**config.mk**
```make
export PLATFORM = sky130hd
export DESIGN_NAME = fnif_queue
export DESIGN_NICKNAME = d
export VERILOG_FILES = /design/src/hw/rtl/fnif_pkg.sv /design/src/hw/rtl/fnif_queue.sv
export SDC_FILE = /design/constraint.sdc
export NUM_CORES = 1
export LEC_CHECK = 0
export BUFFER_PORTS_ARGS = -buffer_cell sky130_fd_sc_hd__buf_2
export CAP_MARGIN = 20
export CORE_MARGIN = 1.5
export CORE_UTILIZATION = 35
export CTS_CLUSTER_DIAMETER = 200
export DETAILED_ROUTE_END_ITERATION = 10
export MAX_ROUTING_LAYER = met4
export PLACE_DENSITY = 0.54
export SYNTH_ARGS = -nofsm -noshare
export SYNTH_HDL_FRONTEND = slang
export SYNTH_SLANG_ARGS = --single-unit
export TNS_END_PERCENT = 10
```
**constraint.sdc**
```tcl
create_clock -name aclk -period 2.05 [get_ports aclk]
set_clock_uncertainty 0.05 [all_clocks]
set_input_delay 0.3075 -clock aclk [delete_from_list [all_inputs] [get_ports aclk]]
set_output_delay 0.3075 -clock aclk [all_outputs]
set_load 0.02 [all_outputs]
```
**src/hw/rtl/fnif_pkg.sv**
```systemverilog
`default_nettype none
package fnif_pkg;

    localparam int FNIF_MAX_WIDTH   = 1024;
    localparam int FNIF_WIDTH_W     = 11;
    localparam int FNIF_THR_W       = 8;
    localparam int FNIF_CFG_DATA_W  = 11;
    localparam int FNIF_CFG_INDEX_W = 1;
    localparam int FNIF_PIX_W       = 8;
    localparam int FNIF_QUEUE_DEPTH = 2;

    localparam logic [FNIF_CFG_INDEX_W-1:0] FNIF_REG_IMAGE_WIDTH    = 1'd0;
    localparam logic [FNIF_CFG_INDEX_W-1:0] FNIF_REG_DIFF_THRESHOLD = 1'd1;

    localparam logic [FNIF_WIDTH_W-1:0] FNIF_IMAGE_WIDTH_RESET    = 11'd1024;
    localparam logic [FNIF_THR_W-1:0]   FNIF_DIFF_THRESHOLD_RESET = 8'd1;

    localparam logic ACTION_PIXEL = 1'b0;
    localparam logic ACTION_DRAIN = 1'b1;

    typedef struct packed {
        logic                  action;
        logic [FNIF_PIX_W-1:0] pixel_in;
    } fnif_in_t;

    typedef struct packed {
        logic [FNIF_PIX_W-1:0] pixel_out;
        logic                  replaced;
        logic                  row_end;
        logic                  frame_end;
    } fnif_out_t;

    // one classified item handed from the front to the back
    typedef struct packed {
        logic                  is_emit;
        logic                  last;
        logic                  drain;
        logic                  upper;
        logic [FNIF_PIX_W-1:0] pix;
    } fnif_cmd_t;

    typedef struct packed {
        logic empty;
        logic full;
    } fnif_q_status_t;

endpackage
`default_nettype wire

```
**src/hw/rtl/fnif_queue.sv**
```systemverilog
`default_nettype none
module fnif_queue #(
    parameter int COL_W = $clog2(fnif_pkg::FNIF_MAX_WIDTH)
) (
    input  wire logic                     aclk,
    input  wire logic                     aresetn,
    input  wire logic                     push,
    input  wire fnif_pkg::fnif_cmd_t      push_cmd,
    input  wire logic [COL_W-1:0]         push_col,
    input  wire logic                     pop,
    output fnif_pkg::fnif_cmd_t           head_cmd,
    output logic [COL_W-1:0]              head_col,
    output fnif_pkg::fnif_q_status_t      status
);
    import fnif_pkg::*;

    localparam int QD    = FNIF_QUEUE_DEPTH;
    localparam int PTR_W = $clog2(QD);
    localparam int CNT_W = $clog2(QD + 1);

    fnif_cmd_t        cmd_reg [QD];
    logic [COL_W-1:0] col_reg [QD];
    logic [PTR_W-1:0] wr_ptr_reg, wr_ptr_next;
    logic [PTR_W-1:0] rd_ptr_reg, rd_ptr_next;
    logic [CNT_W-1:0] count_reg, count_next;
    logic             do_push;
    logic             do_pop;

    assign status.empty = (count_reg == '0);
    assign status.full  = (count_reg == CNT_W'(QD));
    assign do_push      = push && !status.full;
    assign do_pop       = pop && !status.empty;
    assign head_cmd     = cmd_reg[rd_ptr_reg];
    assign head_col     = col_reg[rd_ptr_reg];

    always_comb begin
        wr_ptr_next = wr_ptr_reg;
        rd_ptr_next = rd_ptr_reg;
        count_next  = count_reg;
        if (do_push) begin
            wr_ptr_next = (wr_ptr_reg == PTR_W'(QD - 1)) ? '0 : wr_ptr_reg + PTR_W'(1);
        end
        if (do_pop) begin
            rd_ptr_next = (rd_ptr_reg == PTR_W'(QD - 1)) ? '0 : rd_ptr_reg + PTR_W'(1);
        end
        case ({do_push, do_pop})
            2'b10:   count_next = count_reg + CNT_W'(1);
            2'b01:   count_next = count_reg - CNT_W'(1);
            default: count_next = count_reg;
        endcase
    end

    always_ff @(posedge aclk) begin
        if (do_push) begin
            cmd_reg[wr_ptr_reg] <= push_cmd;
            col_reg[wr_ptr_reg] <= push_col;
        end
    end

    always_ff @(posedge aclk) begin
        if (!aresetn) begin
            wr_ptr_reg <= '0;
            rd_ptr_reg <= '0;
            count_reg  <= '0;
        end else begin
            wr_ptr_reg <= wr_ptr_next;
            rd_ptr_reg <= rd_ptr_next;
            count_reg  <= count_next;
        end
    end

endmodule
`default_nettype wire

```
# == Yosys cells after proc, flatten, opt, wreduce, memory -nomap -nowiden ==
# Memories as Yosys holds them, arrays and structs flattened. A register that Yosys moved wholly into a read port is not among the register bits.
# Cells that the tools add are included.
# word_totals
latchBits,0
rom_bits,0
memories,2
inputBits,26
ff_bits,4
ram_bits,44
# op_classes
eq_ne,3
n_mul,0
addsub,4
div,0
n_shift,0
reduce_logical,6
n_bitwise,0
n_lt_le_gt_ge,0
n_mux,9
# mem_list
name,words,width,read_ports,rd_clocked_by_memory_dff,write_ports,line,source
cmd_reg,2,12,1,1,1,fnif_queue.sv:21,fnif_cmd_t cmd_reg [QD];
col_reg,2,10,1,1,1,fnif_queue.sv:22,logic [COL_W-1:0] col_reg [QD];
# op_table
op,n
$mux W1,8
$eq A2 B2 Y1 const B,2
$pmux W2 S2,1
$add A1 B1 Y1 const B,2
$add A2 B1 Y2 const B,1
$eq A2 B1 Y1 const B,1
$logic_and A1 B1 Y1,2
$logic_not A1 Y1,2
$logic_not A2 Y1,1
$reduce_bool A2 Y1,1
$sub A2 B1 Y2 const B,1

# == Logic depth before layout (Yosys ltp) ==
# depth
depth_word,5
depth_mapped,6

# == Worst setup path after synthesis ==
# Ideal clock, no wire load.
# synth_timing
path_kind,register to register
startpoint,register count_reg[0]
endpoint,memory cmd_reg[0][0] (netlist name) (enable)
synth_period_minus_slack_ns,1.816
arrival_time_ns,1.389
stages_incl_launch_ff,5
required_ns,1.623
setup_slack_ns,0.234
cell_sequence,dfxtp_1 nand2b_2 inv_2 or3_1 inv_1
# synth_lines
element,line,source
"start, declared",fnif_queue.sv:25,"logic [CNT_W-1:0] count_reg, count_next;"
"start signal, assigned",fnif_queue.sv:68,count_reg <= count_next;
"end, declared",fnif_queue.sv:21,

==> results.yml <==
run_status:
  status: "finished, final reports clean"
floorplanning:
  ios: 50
  row_count: 26
  initial_core_util: 0.360
  die_w_um: 75.0
  die_y_um: 75.0
  fp.dieArea_sq_um: 5630
  core_sq_um: 5040
clocking:
  h-tree-depth: 2
  hold_buffers: 0
  root_buffer: "clkbuf_8"
  cts.sinks: 49
  clock_latency_ns: 0.29
  clk_path_buf_depth: 2
  cts_tree: "yes"
  postCtsSetupRepairBufs: 0
  cts_made_buffers: 5
  ctsResizeCount: 0
  clk_pin_slew_worst_paths_ns: 0.08
sta:
  fmax_ghz: 0.586
  tightest_slew_ns: 0.306
  finalCriticalPeriod_ns: 1.71
  maxSlewViolCount: 0
  setup_viol: 0
  period_share: 0.832
  hold_viol: 0
  tns_ns: 0
  holdWs_ns: 0.152
  rsz0062_at_grt: "no"
  slew_headroom: 0.796
synthesis:
  yosysWarnings: 0
  synth_top_family_by_area: "multiplexers"
  synth-seq-cells: 49
  synth-xor-area-share: 0.0145
  synth_cell_types: 18
  ys_seq_area_frac: 0.783
  synthesis.nets: 121
  synth_fa_ha_area_frac: 0.00689
  synthSimpleGateAreaFrac: 0.0296
  muxShareOfSynthArea: 0.136
  syn_avg_cell_area_sq_um: 19.3
  synthCells: 94
  synth_area_sq_um: 1820
  synth_compound_area_frac: 0.0179
setup_path:
  critPathKind: "reg2out"
  reg2reg_setup_slack_ns: 0.36
  cp-end-kind: "primary output"
  crit_chain: "buf_4, mux2_2, buf_2"
  worstPathRequired_ns: 1.69
  critPathLaunchType: "flop"
  worst_ep_arrival_time_ns: 1.35
  cpPeakStageDelay_ns: 0.36
  critPathMaxFanout: 12
  slowest_stage: "mux2_2"
detailed_routing:
  drt_wl_total_um: 2890
  vias: 966
  drt_pass1_iterations: 3
  ant_nets: 0
  wl_per_cell_um: 12.9
  drc: 0
  drt-initial-drc-count: 32
  viasPerCell: 4.33
min_path:
  hp-class: "in2reg"
layout:
  syn_to_final_growth_pct: 25.3
  drive_above_1_share: 0.542
  final_cell_mix: "buf_2 (49), edfxtp_1 (44), mux2_2 (22)"
  final_nets: 179
  largest_reg_flops: 24
  stdcell_area_sq_um: 2270
  antenna_cells: 0
  final_common_cell: "buf_2"
run:
  drv_cap: 0
global_routing:
  grt_pass1_vias: 968
  grt_max_degree: 23
  top_usage_layer: "met2"
  grt_pass1_wl_um: 4310
  grt-ovfl-total: 0
  grtUsageMet2: 0.201
  antenna_found_initial: 0
  grtUsageTotal: 0.111
  grt_use_met1: 0.109
  gr-usage-met3: 0.0335
pwr:
  pwr-share-seq: 0.456
  leakage_uw: 0.000864
  p_sw_uw: 873
  p_sw_frac: 0.301
  pwr-share-comb: 0.321
  ir_worst_vdd_mv: 0.583
  pwr_density_cell_nw_per_um2: 1270
  internal-power_uw: 2030
  pwr-share-clk: 0.222
placement:
  place_area_sq_um: 2170
  port_buffers: 49
  hpwlAfterDp_um: 1990
  gp_congestion: 0.706
final timing paths:
kind,startpoint,endpoint,cells past startpoint
worst max-delay path,flop,head_col[9],3
worst min-delay path,push_col[5],col_reg[1][5],1
worst max register to register,count_reg[0],cmd_reg[0][4],5
worst min register to register,wr_ptr_reg,wr_ptr_reg,2
layer usage:
| metal | vias up | wire, um |
|---|---|---|
| li1 | 470 | - |
| met1 | 468 | 1100 |
| met2 | 24 | 1650 |
| met3 | 4 | 109 |
| met4 | 0 | 27 |
| met5 | - | 0 |
critical path: cells and delay by family, from the launching register on:
family	cells	cell delay (ns)
multiplexers	1	0.36
buffers and inverters	2	0.37
flip-flops	1	0.33
final cells by class:
cell class                      instances  area [sq um]
Tap cell                               70          87.6
Multi-Input combinational cell         40           373
Clock buffer                            6          72.6
Inverter                                3          11.3
Fill cell                             461          2770
Clock inverter                          2          33.8
Timing Repair Buffer                   53           275
Sequential cell                        49          1420
stage by stage:
step	instances	total power, uW	utilization	setup slack, ns
floorplan	94	1990	-	0.234
global placement	215	2260	0.430	0.419
detailed placement	215	2300	0.430	0.350
CTS	223	2950	0.451	0.311
global route	223	3060	0.451	0.247
finish	223	2900	0.451	0.344
power by group through the flow:
stage               clock [uW]  combinational (uW)  sequential, uW
floorplan                    0                 655            1340
global placement             0                 922            1340
detailed placement           0                 950            1350
CTS                        668                 953            1330
global route               707                1010            1340
finish                     644                 931            1320
logic make-up after synthesis:
group / Yosys count
xor+xnor: 3
fa+ha+maj: 1
mux: 22
simple gates: 9
flops: 49
compound gates: 5
buf+inv: 5
cell usage after synthesis:
master,count,area share
a21boi_1,2,0.0083
and2_1,1,0.0034
and3_1,1,0.0034
buf_2,2,0.0055
dfxtp_1,5,0.055
edfxtp_1,44,0.73
ha_1,1,0.0069
inv_1,2,0.0041
inv_2,1,0.0021
mux2_2,22,0.14
nand2_1,1,0.0021
nand2b_2,1,0.0048
nor2_1,1,0.0021
nor2b_1,2,0.0069
o21a_1,1,0.0041
o21ai_0,2,0.0055
or3_1,2,0.0069
xnor2_1,3,0.014
No activity file was read; power rests on OpenSTA's default activity.
