==> src/hw/rtl/fnif_pkg.sv <==
`default_nettype none
package fnif_pkg;

    localparam int FNIF_MAX_WIDTH   = 1024;
    localparam int FNIF_WIDTH_W     = 11;
    localparam int FNIF_THR_W       = 8;
    localparam int FNIF_CFG_DATA_W  = 11;
    localparam int FNIF_CFG_INDEX_W = 1;
    localparam int FNIF_PIX_W       = 8;
    localparam int FNIF_QUEUE_DEPTH = 2;

    localparam logic [FNIF_CFG_INDEX_W-1:0] FNIF_REG_IMAGE_WIDTH    = 1'd0;
    localparam logic [FNIF_CFG_INDEX_W-1:0] FNIF_REG_DIFF_THRESHOLD = 1'd1;

    localparam logic [FNIF_WIDTH_W-1:0] FNIF_IMAGE_WIDTH_RESET    = 11'd1024;
    localparam logic [FNIF_THR_W-1:0]   FNIF_DIFF_THRESHOLD_RESET = 8'd1;

    localparam logic ACTION_PIXEL = 1'b0;
    localparam logic ACTION_DRAIN = 1'b1;

    typedef struct packed {
        logic                  action;
        logic [FNIF_PIX_W-1:0] pixel_in;
    } fnif_in_t;

    typedef struct packed {
        logic [FNIF_PIX_W-1:0] pixel_out;
        logic                  replaced;
        logic                  row_end;
        logic                  frame_end;
    } fnif_out_t;

    // one classified item handed from the front to the back
    typedef struct packed {
        logic                  is_emit;
        logic                  last;
        logic                  drain;
        logic                  upper;
        logic [FNIF_PIX_W-1:0] pix;
    } fnif_cmd_t;

    typedef struct packed {
        logic empty;
        logic full;
    } fnif_q_status_t;

endpackage
`default_nettype wire

==> src/hw/rtl/fnif_front.sv <==
`default_nettype none
module fnif_front #(
    parameter int MAX_WIDTH = fnif_pkg::FNIF_MAX_WIDTH
) (
    input  wire logic                                aclk,
    input  wire logic                                aresetn,
    input  wire logic                                s_valid,
    output logic                                     s_ready,
    input  wire fnif_pkg::fnif_in_t                  s_data,
    input  wire logic [fnif_pkg::FNIF_WIDTH_W-1:0]   image_width,
    input  wire fnif_pkg::fnif_q_status_t            q_status,
    output logic                                     push,
    output fnif_pkg::fnif_cmd_t                      push_cmd,
    output logic [$clog2(MAX_WIDTH)-1:0]             push_col
);
    import fnif_pkg::*;

    localparam int CNT_W = $clog2(MAX_WIDTH);
    localparam int LEN_W = $clog2(MAX_WIDTH + 1);
    localparam int CMP_W = (LEN_W > FNIF_WIDTH_W) ? LEN_W : FNIF_WIDTH_W;

    logic [CNT_W-1:0] col_reg, col_next;
    logic             full_row_reg, full_row_next;
    logic             upper_reg, upper_next;
    logic             draining_reg, draining_next;

    logic             accept;
    logic             drain;
    logic             last;
    logic [CMP_W-1:0] width_ext;
    logic [CMP_W-1:0] eff_width;
    logic [CMP_W-1:0] col_ext;
    logic [CMP_W-1:0] col_cl;
    logic [CNT_W-1:0] col_inc;

    assign s_ready = !q_status.full;
    assign accept  = s_valid && s_ready;
    assign drain   = (s_data.action == ACTION_DRAIN) || draining_reg;

    // zero acts as one, anything above the line buffer acts as its size
    always_comb begin
        width_ext = CMP_W'(image_width);
        if (width_ext == '0) begin
            eff_width = CMP_W'(1);
        end else if (width_ext > CMP_W'(MAX_WIDTH)) begin
            eff_width = CMP_W'(MAX_WIDTH);
        end else begin
            eff_width = width_ext;
        end
        col_ext = CMP_W'(col_reg);
        col_cl  = (col_ext >= eff_width) ? (eff_width - CMP_W'(1)) : col_ext;
        last    = ((col_cl + CMP_W'(1)) >= eff_width);
        col_inc = CNT_W'(col_cl + CMP_W'(1));
    end

    always_comb begin
        push_col         = col_cl[CNT_W-1:0];
        push_cmd.is_emit = full_row_reg;
        push_cmd.last    = last;
        push_cmd.drain   = drain;
        push_cmd.upper   = upper_reg;
        push_cmd.pix     = s_data.pixel_in;
        push             = accept && (full_row_reg || !drain);
    end

    always_comb begin
        col_next      = col_reg;
        full_row_next = full_row_reg;
        upper_next    = upper_reg;
        draining_next = draining_reg;
        if (accept) begin
            if (!full_row_reg) begin
                // first row is only stored, a drain here has nothing to flush
                if (!drain) begin
                    col_next = last ? '0 : col_inc;
                    if (last) begin
                        full_row_next = 1'b1;
                    end
                end
            end else if (drain) begin
                if (last) begin
                    col_next      = '0;
                    full_row_next = 1'b0;
                    upper_next    = 1'b0;
                    draining_next = 1'b0;
                end else begin
                    col_next      = col_inc;
                    draining_next = 1'b1;
                end
            end else begin
                col_next = last ? '0 : col_inc;
                if (last) begin
                    upper_next = 1'b1;
                end
            end
        end
    end

    always_ff @(posedge aclk) begin
        if (!aresetn) begin
            col_reg      <= '0;
            full_row_reg <= 1'b0;
            upper_reg    <= 1'b0;
            draining_reg <= 1'b0;
        end else begin
            col_reg      <= col_next;
            full_row_reg <= full_row_next;
            upper_reg    <= upper_next;
            draining_reg <= draining_next;
        end
    end

endmodule
`default_nettype wire

==> config.mk <==
export PLATFORM = sky130hd
export DESIGN_NAME = fnif_front
export DESIGN_NICKNAME = d
export VERILOG_FILES = /design/src/hw/rtl/fnif_pkg.sv /design/src/hw/rtl/fnif_front.sv
export SDC_FILE = /design/constraint.sdc
export NUM_CORES = 1
export LEC_CHECK = 0
export BUFFER_PORTS_ARGS = -buffer_cell sky130_fd_sc_hd__clkbuf_2
export CORE_MARGIN = 2
export CORE_UTILIZATION = 40
export DETAILED_ROUTE_END_ITERATION = 8
export GPL_ROUTABILITY_DRIVEN = 0
export HOLD_SLACK_MARGIN = 0.15
export MAX_ROUTING_LAYER = met4
export PLACE_DENSITY_LB_ADDON = 0.05
export SLEW_MARGIN = 20
export SYNTH_ARGS = -nofsm -noshare
export SYNTH_HDL_FRONTEND = slang
export SYNTH_SLANG_ARGS = --single-unit
==> constraint.sdc <==
create_clock -name aclk -period 6.7 [get_ports aclk]
set_input_delay 1.005 -clock aclk [delete_from_list [all_inputs] [get_ports aclk]]
set_output_delay 1.005 -clock aclk [all_outputs]
set_load 0.01 [all_outputs]
# == After elaboration in Yosys (flattened, before gate mapping) ==
# Index checks and enable logic that the tools add are counted.
# op_classes
n_reduce_logical,10
magnitude_cmp,3
eq_ne,1
add_sub_neg,2
muxes,14
# ops
operator,n
$mux W11,3
$mux W10,3
$add A11 B1 Y11 const B,1
$ge A10 B11 Y1,1
$ge A11 B11 Y1,1
$gt A11 B11 Y1 const B,1
$logic_not A11 Y1,1
$sub A11 B1 Y11 const B,1
$mux W1,8
$reduce_and A3 Y1,2
$logic_and A1 B1 Y1,2
$logic_not A1 Y1,2
$logic_or A1 B1 Y1,2
$ne A2 B2 Y1 const B,1
$reduce_and A2 Y1,1
# totals
inputBits,25
word_cells,34
reg_bits,13

# == Longest topological paths before layout ==
# depth
ltp_word,10
ltp_mapped,28
ltp_nobuf,24

# == Worst setup path before layout ==
# OpenSTA, ideal clock, no wires.
# synth_path
kind,input port to output port
start,in image_width[2] in the netlist's numbering
end,out push_cmd[10] in the netlist's numbering
cell_stages,25
slack_ps,-111
t_required_ps,5695
t_arrival_ps,5806
path_buffers,5
path_cell_list,clkbuf_2 -> or4_4 -> nor3_1 -> o21ai_0 -> inv_1 -> ha_1 -> nand2b_1 -> a211oi_2 -> o311ai_2 -> a21o_1 -> buf_4 -> buf_4 -> a21oi_1 -> ha_1 -> nand2_1 -> a211oi_1 -> a21o_1 -> and2_4 -> nor2_1 -> ha_1 -> a2111oi_2 -> o21ai_1 -> a221o_1 -> buf_6 -> buf_4
# synth_between
elab_chain_cells,7
elab_cells_between_ends,9
cone_classes,add/sub: 2; order compare: 3; mux: 3; reduce/logical: 1
# synth_rtl
item,line,rtl
start: declaration,fnif_front.sv:10,"input wire logic [fnif_pkg::FNIF_WIDTH_W-1:0] image_width,"
$gt A11 B11 Y1,fnif_front.sv:45,end else if (width_ext > CMP_W'(MAX_WIDTH)) begin
$mux W11,fnif_front.sv:45,
$mux W11 *,fnif_front.sv:43,if (width_ext == '0) begin
$sub A11 B1 Y11 or $ge A10 B11 Y1 (tied branches),fnif_front.sv:51,col_cl = (col_ext >= eff_width) ? (eff_width - CMP_W'(1)) : col_ext;
$mux W11 *,fnif_front.sv:51,
named net push_col[1],fnif_front.sv:14,output logic [$clog2(MAX_WIDTH)-1:0] push_col
$add A11 B1 Y11 *,-,
$ge A11 B11 Y1 *,fnif_front.sv:52,last = ((col_cl + CMP_W'(1)) >= eff_width);
end: declaration,fnif_front.sv:13,"output fnif_pkg::fnif_cmd_t push_cmd,"
# The timed path passes the listed nets; every way through them passes the cells marked *.

==> results.toml <==
[power]
peakVddDrop_v = 0.0000927
seq_power_share = 0.328
p_switching_mw = 0.0819
p_leak_nw = 1.02
pwr-share-comb = 0.369
intPower_mw = 0.160
power_mw = 0.242
clkPwrFrac = 0.303
p_sw_frac = 0.339
pwr_density_cell_nw_per_um2 = 110

[timing]
min_period_over_period = 0.953
final-max-slew-violation-count = 0
finalSetupTns_ns = 0
clock_skew_ns = 0.00239
setup_violations = 0
post-route-min-period_ns = 6.39
worst_hold_slack_ns = 0.511
slew_headroom = 0.587
worst_slew_pin_slew_ns = 0.614
rsz0062_at_grt = "no"
fmax_mhz = 157
hold_viol = 0

[floorplan]
io-pin-count = 49
die_x_um = 72.7
coreArea_um2 = 4630
die_h_um = 72.7
fp-row-count = 25
die_area_um2 = 5290
start_util = 0.408

[setup_path]
critPathArrivalTime_ns = 5.38
start_kind = "input port"
cp_max_fo = 5
endpoint_kind = "output port"
worstPathRequired_ns = 5.69
criticalPathCategory = "input port to output port"

[grt]
grt_pass1_wl_mm = 8.01
antenna_found_initial = 0
first_global_vias = 1683
grt-ovfl-total = 0
grt_max_degree = 18
grt_use_total = 0.195

[layout]
area_growth_syn_to_layout_pct = 16.6
nets = 322
layout-drive-gt1-share = 0.297
diodes = 0
largest_register_ffs = 10

[placed_design]
post-dp-hpwl_mm = 4.09
io_buffer_count = 31

[detailed_routing]
drc = 0
drtPass1Iterations = 4
vias_per_cell = 5.48
vias = 1792
wl_mm = 4.87
antenna_left = 0
drt_iter0_drc = 42
avgRoutedWirePerCell_um = 14.9

[synthesis]
syn_avg_cell_area_um2 = 7.94
async_flop_share = 0
synth_cells = 238
synth_commonest_cells = "nand2_1 (26), ha_1 (23), nor2_1 (18)"
synthDistinctLibCells = 62
synth_top_area_frac = 0.152
netlist_area_um2 = 1890
synth_warnings = 0
synth-seq-cells = 13
synth_top_cell_by_area = "ha_1"
ys_seq_area_frac = 0.138
synth.most_common_cell = "nand2_1"
yosys-top-cells-area = "ha_1 (15%), dfxtp_1 (14%), buf_4 (5.6%), nand2_1 (5.2%), mux2i_1 (3.7%)"
syn_nets = 286
synth-edff-count = 0
ys.flop_type = "dfxtp_1"

[flow_run]
maxCapViolCount = 0

[cts]
h-tree-depth = 1
clock_latency_ns = 0.25
cts_tree = "built"
cts_buffers = 3
cts_buffer_depth = 2
cts_hold_buf = 0
root_buffer = "clkbuf_8"
clock_sinks = 13
clkTransAtPathRegs_ns = 0.06

[status]
status = "complete, no violations"

[worst_hold_path]
hold_class = "flop to flop"
layout make-up:
type | instances | area, µm²
Fill cell | 505 | 2430
Multi-Input combinational cell | 193 | 1480
Timing Repair Buffer | 51 | 305
Sequential cell | 13 | 260
Tap cell | 54 | 67.6
Clock buffer | 4 | 45.0
Inverter | 12 | 45.0
worst paths after layout:
kind | startpoint | endpoint | slack [ns] | cells past startpoint
max | image_width[6] | push_cmd[10] | 0.31 | 24
min | flop | flop | 0.51 | 2
max reg2reg | col_reg[0] | col_reg[7] | 1.95 | 23
min reg2reg | flop | flop | 0.51 | 2
power by group through the flow:
stage | logic [mW] | registers, mW | clock network [mW]
floorplan | 0.0633 | 0.0805 | 0
global placement | 0.0872 | 0.0809 | 0
detailed placement | 0.0874 | 0.0809 | 0
CTS | 0.0880 | 0.0792 | 0.0741
global route | 0.0994 | 0.0794 | 0.0759
finish | 0.0892 | 0.0792 | 0.0731
worst max-delay path, stage by stage:
cell	delay, ns
clkbuf_2	0.11
or4_4	0.56
nor3_2	0.12
o21ai_1	0.10
inv_1	0.10
ha_1	0.22
nand2b_1	0.15
a211oi_2	0.22
o311ai_2	0.12
a21o_2	0.27
nor2_2	0.14
a21oi_4	0.04
ha_2	0.18
buf_4	0.14
and2_1	0.15
a21o_1	0.23
buf_4	0.15
a31o_1	0.20
and2_1	0.14
ha_1	0.21
a2111oi_2	0.21
o21ai_1	0.12
a221o_1	0.34
clkbuf_2	0.14
kinds of logic after synthesis:
kind of cell / after synthesis / share of synthesized area
multiplexers: 14 / 0.0848
buffers and inverters: 32 / 0.0960
XOR/XNOR: 6 / 0.0278
flip-flops: 13 / 0.138
AO/OA/AOI/OAI: 59 / 0.242
AND/OR/NAND/NOR: 91 / 0.259
adder cells (fa/ha/maj): 23 / 0.152
timing repair:
item	CTS	global route
buffers inserted	0	3
endpoints found under the setup margin	0	1
resized for setup	0	6
endpoints found under the hold margin	0	0
metal layers:
metal / part of all wire / wire, µm / global-route usage / vias up
met5: 0 / 0 / - / -
met4: 0.021 / 102 / 0.0597 / 0
met3: 0.038 / 185 / 0.00829 / 6
met2: 0.45 / 2200 / 0.307 / 42
met1: 0.49 / 2390 / 0.271 / 801
li1: - / - / - / 943
through the flow:
stage / area [µm²] / worst slack [ns] / util / instances
6_report: 2200 / 0.312 / 0.476 / 327
2_1_floorplan: 1900 / 0.0130 / - / 238
3_5_place_dp: 2120 / 0.105 / 0.457 / 320
5_1_grt: 2200 / 0.0113 / 0.476 / 327
4_1_cts: 2160 / 0.0715 / 0.467 / 324
3_3_place_gp: 2120 / 0.133 / 0.457 / 320
cell usage in the layout (no fill, tap or decap), types with 4 or more instances in the layout:
master,count
a21oi_1,10
and2_1,6
buf_4,20
clkbuf_2,31
dfxtp_1,13
ha_1,22
inv_1,12
mux2_2,6
mux2i_1,6
nand2_1,26
nand3_1,9
nor2_1,17
nor2b_1,4
o21ai_0,5
No activity file was read; power rests on OpenSTA's default activity.
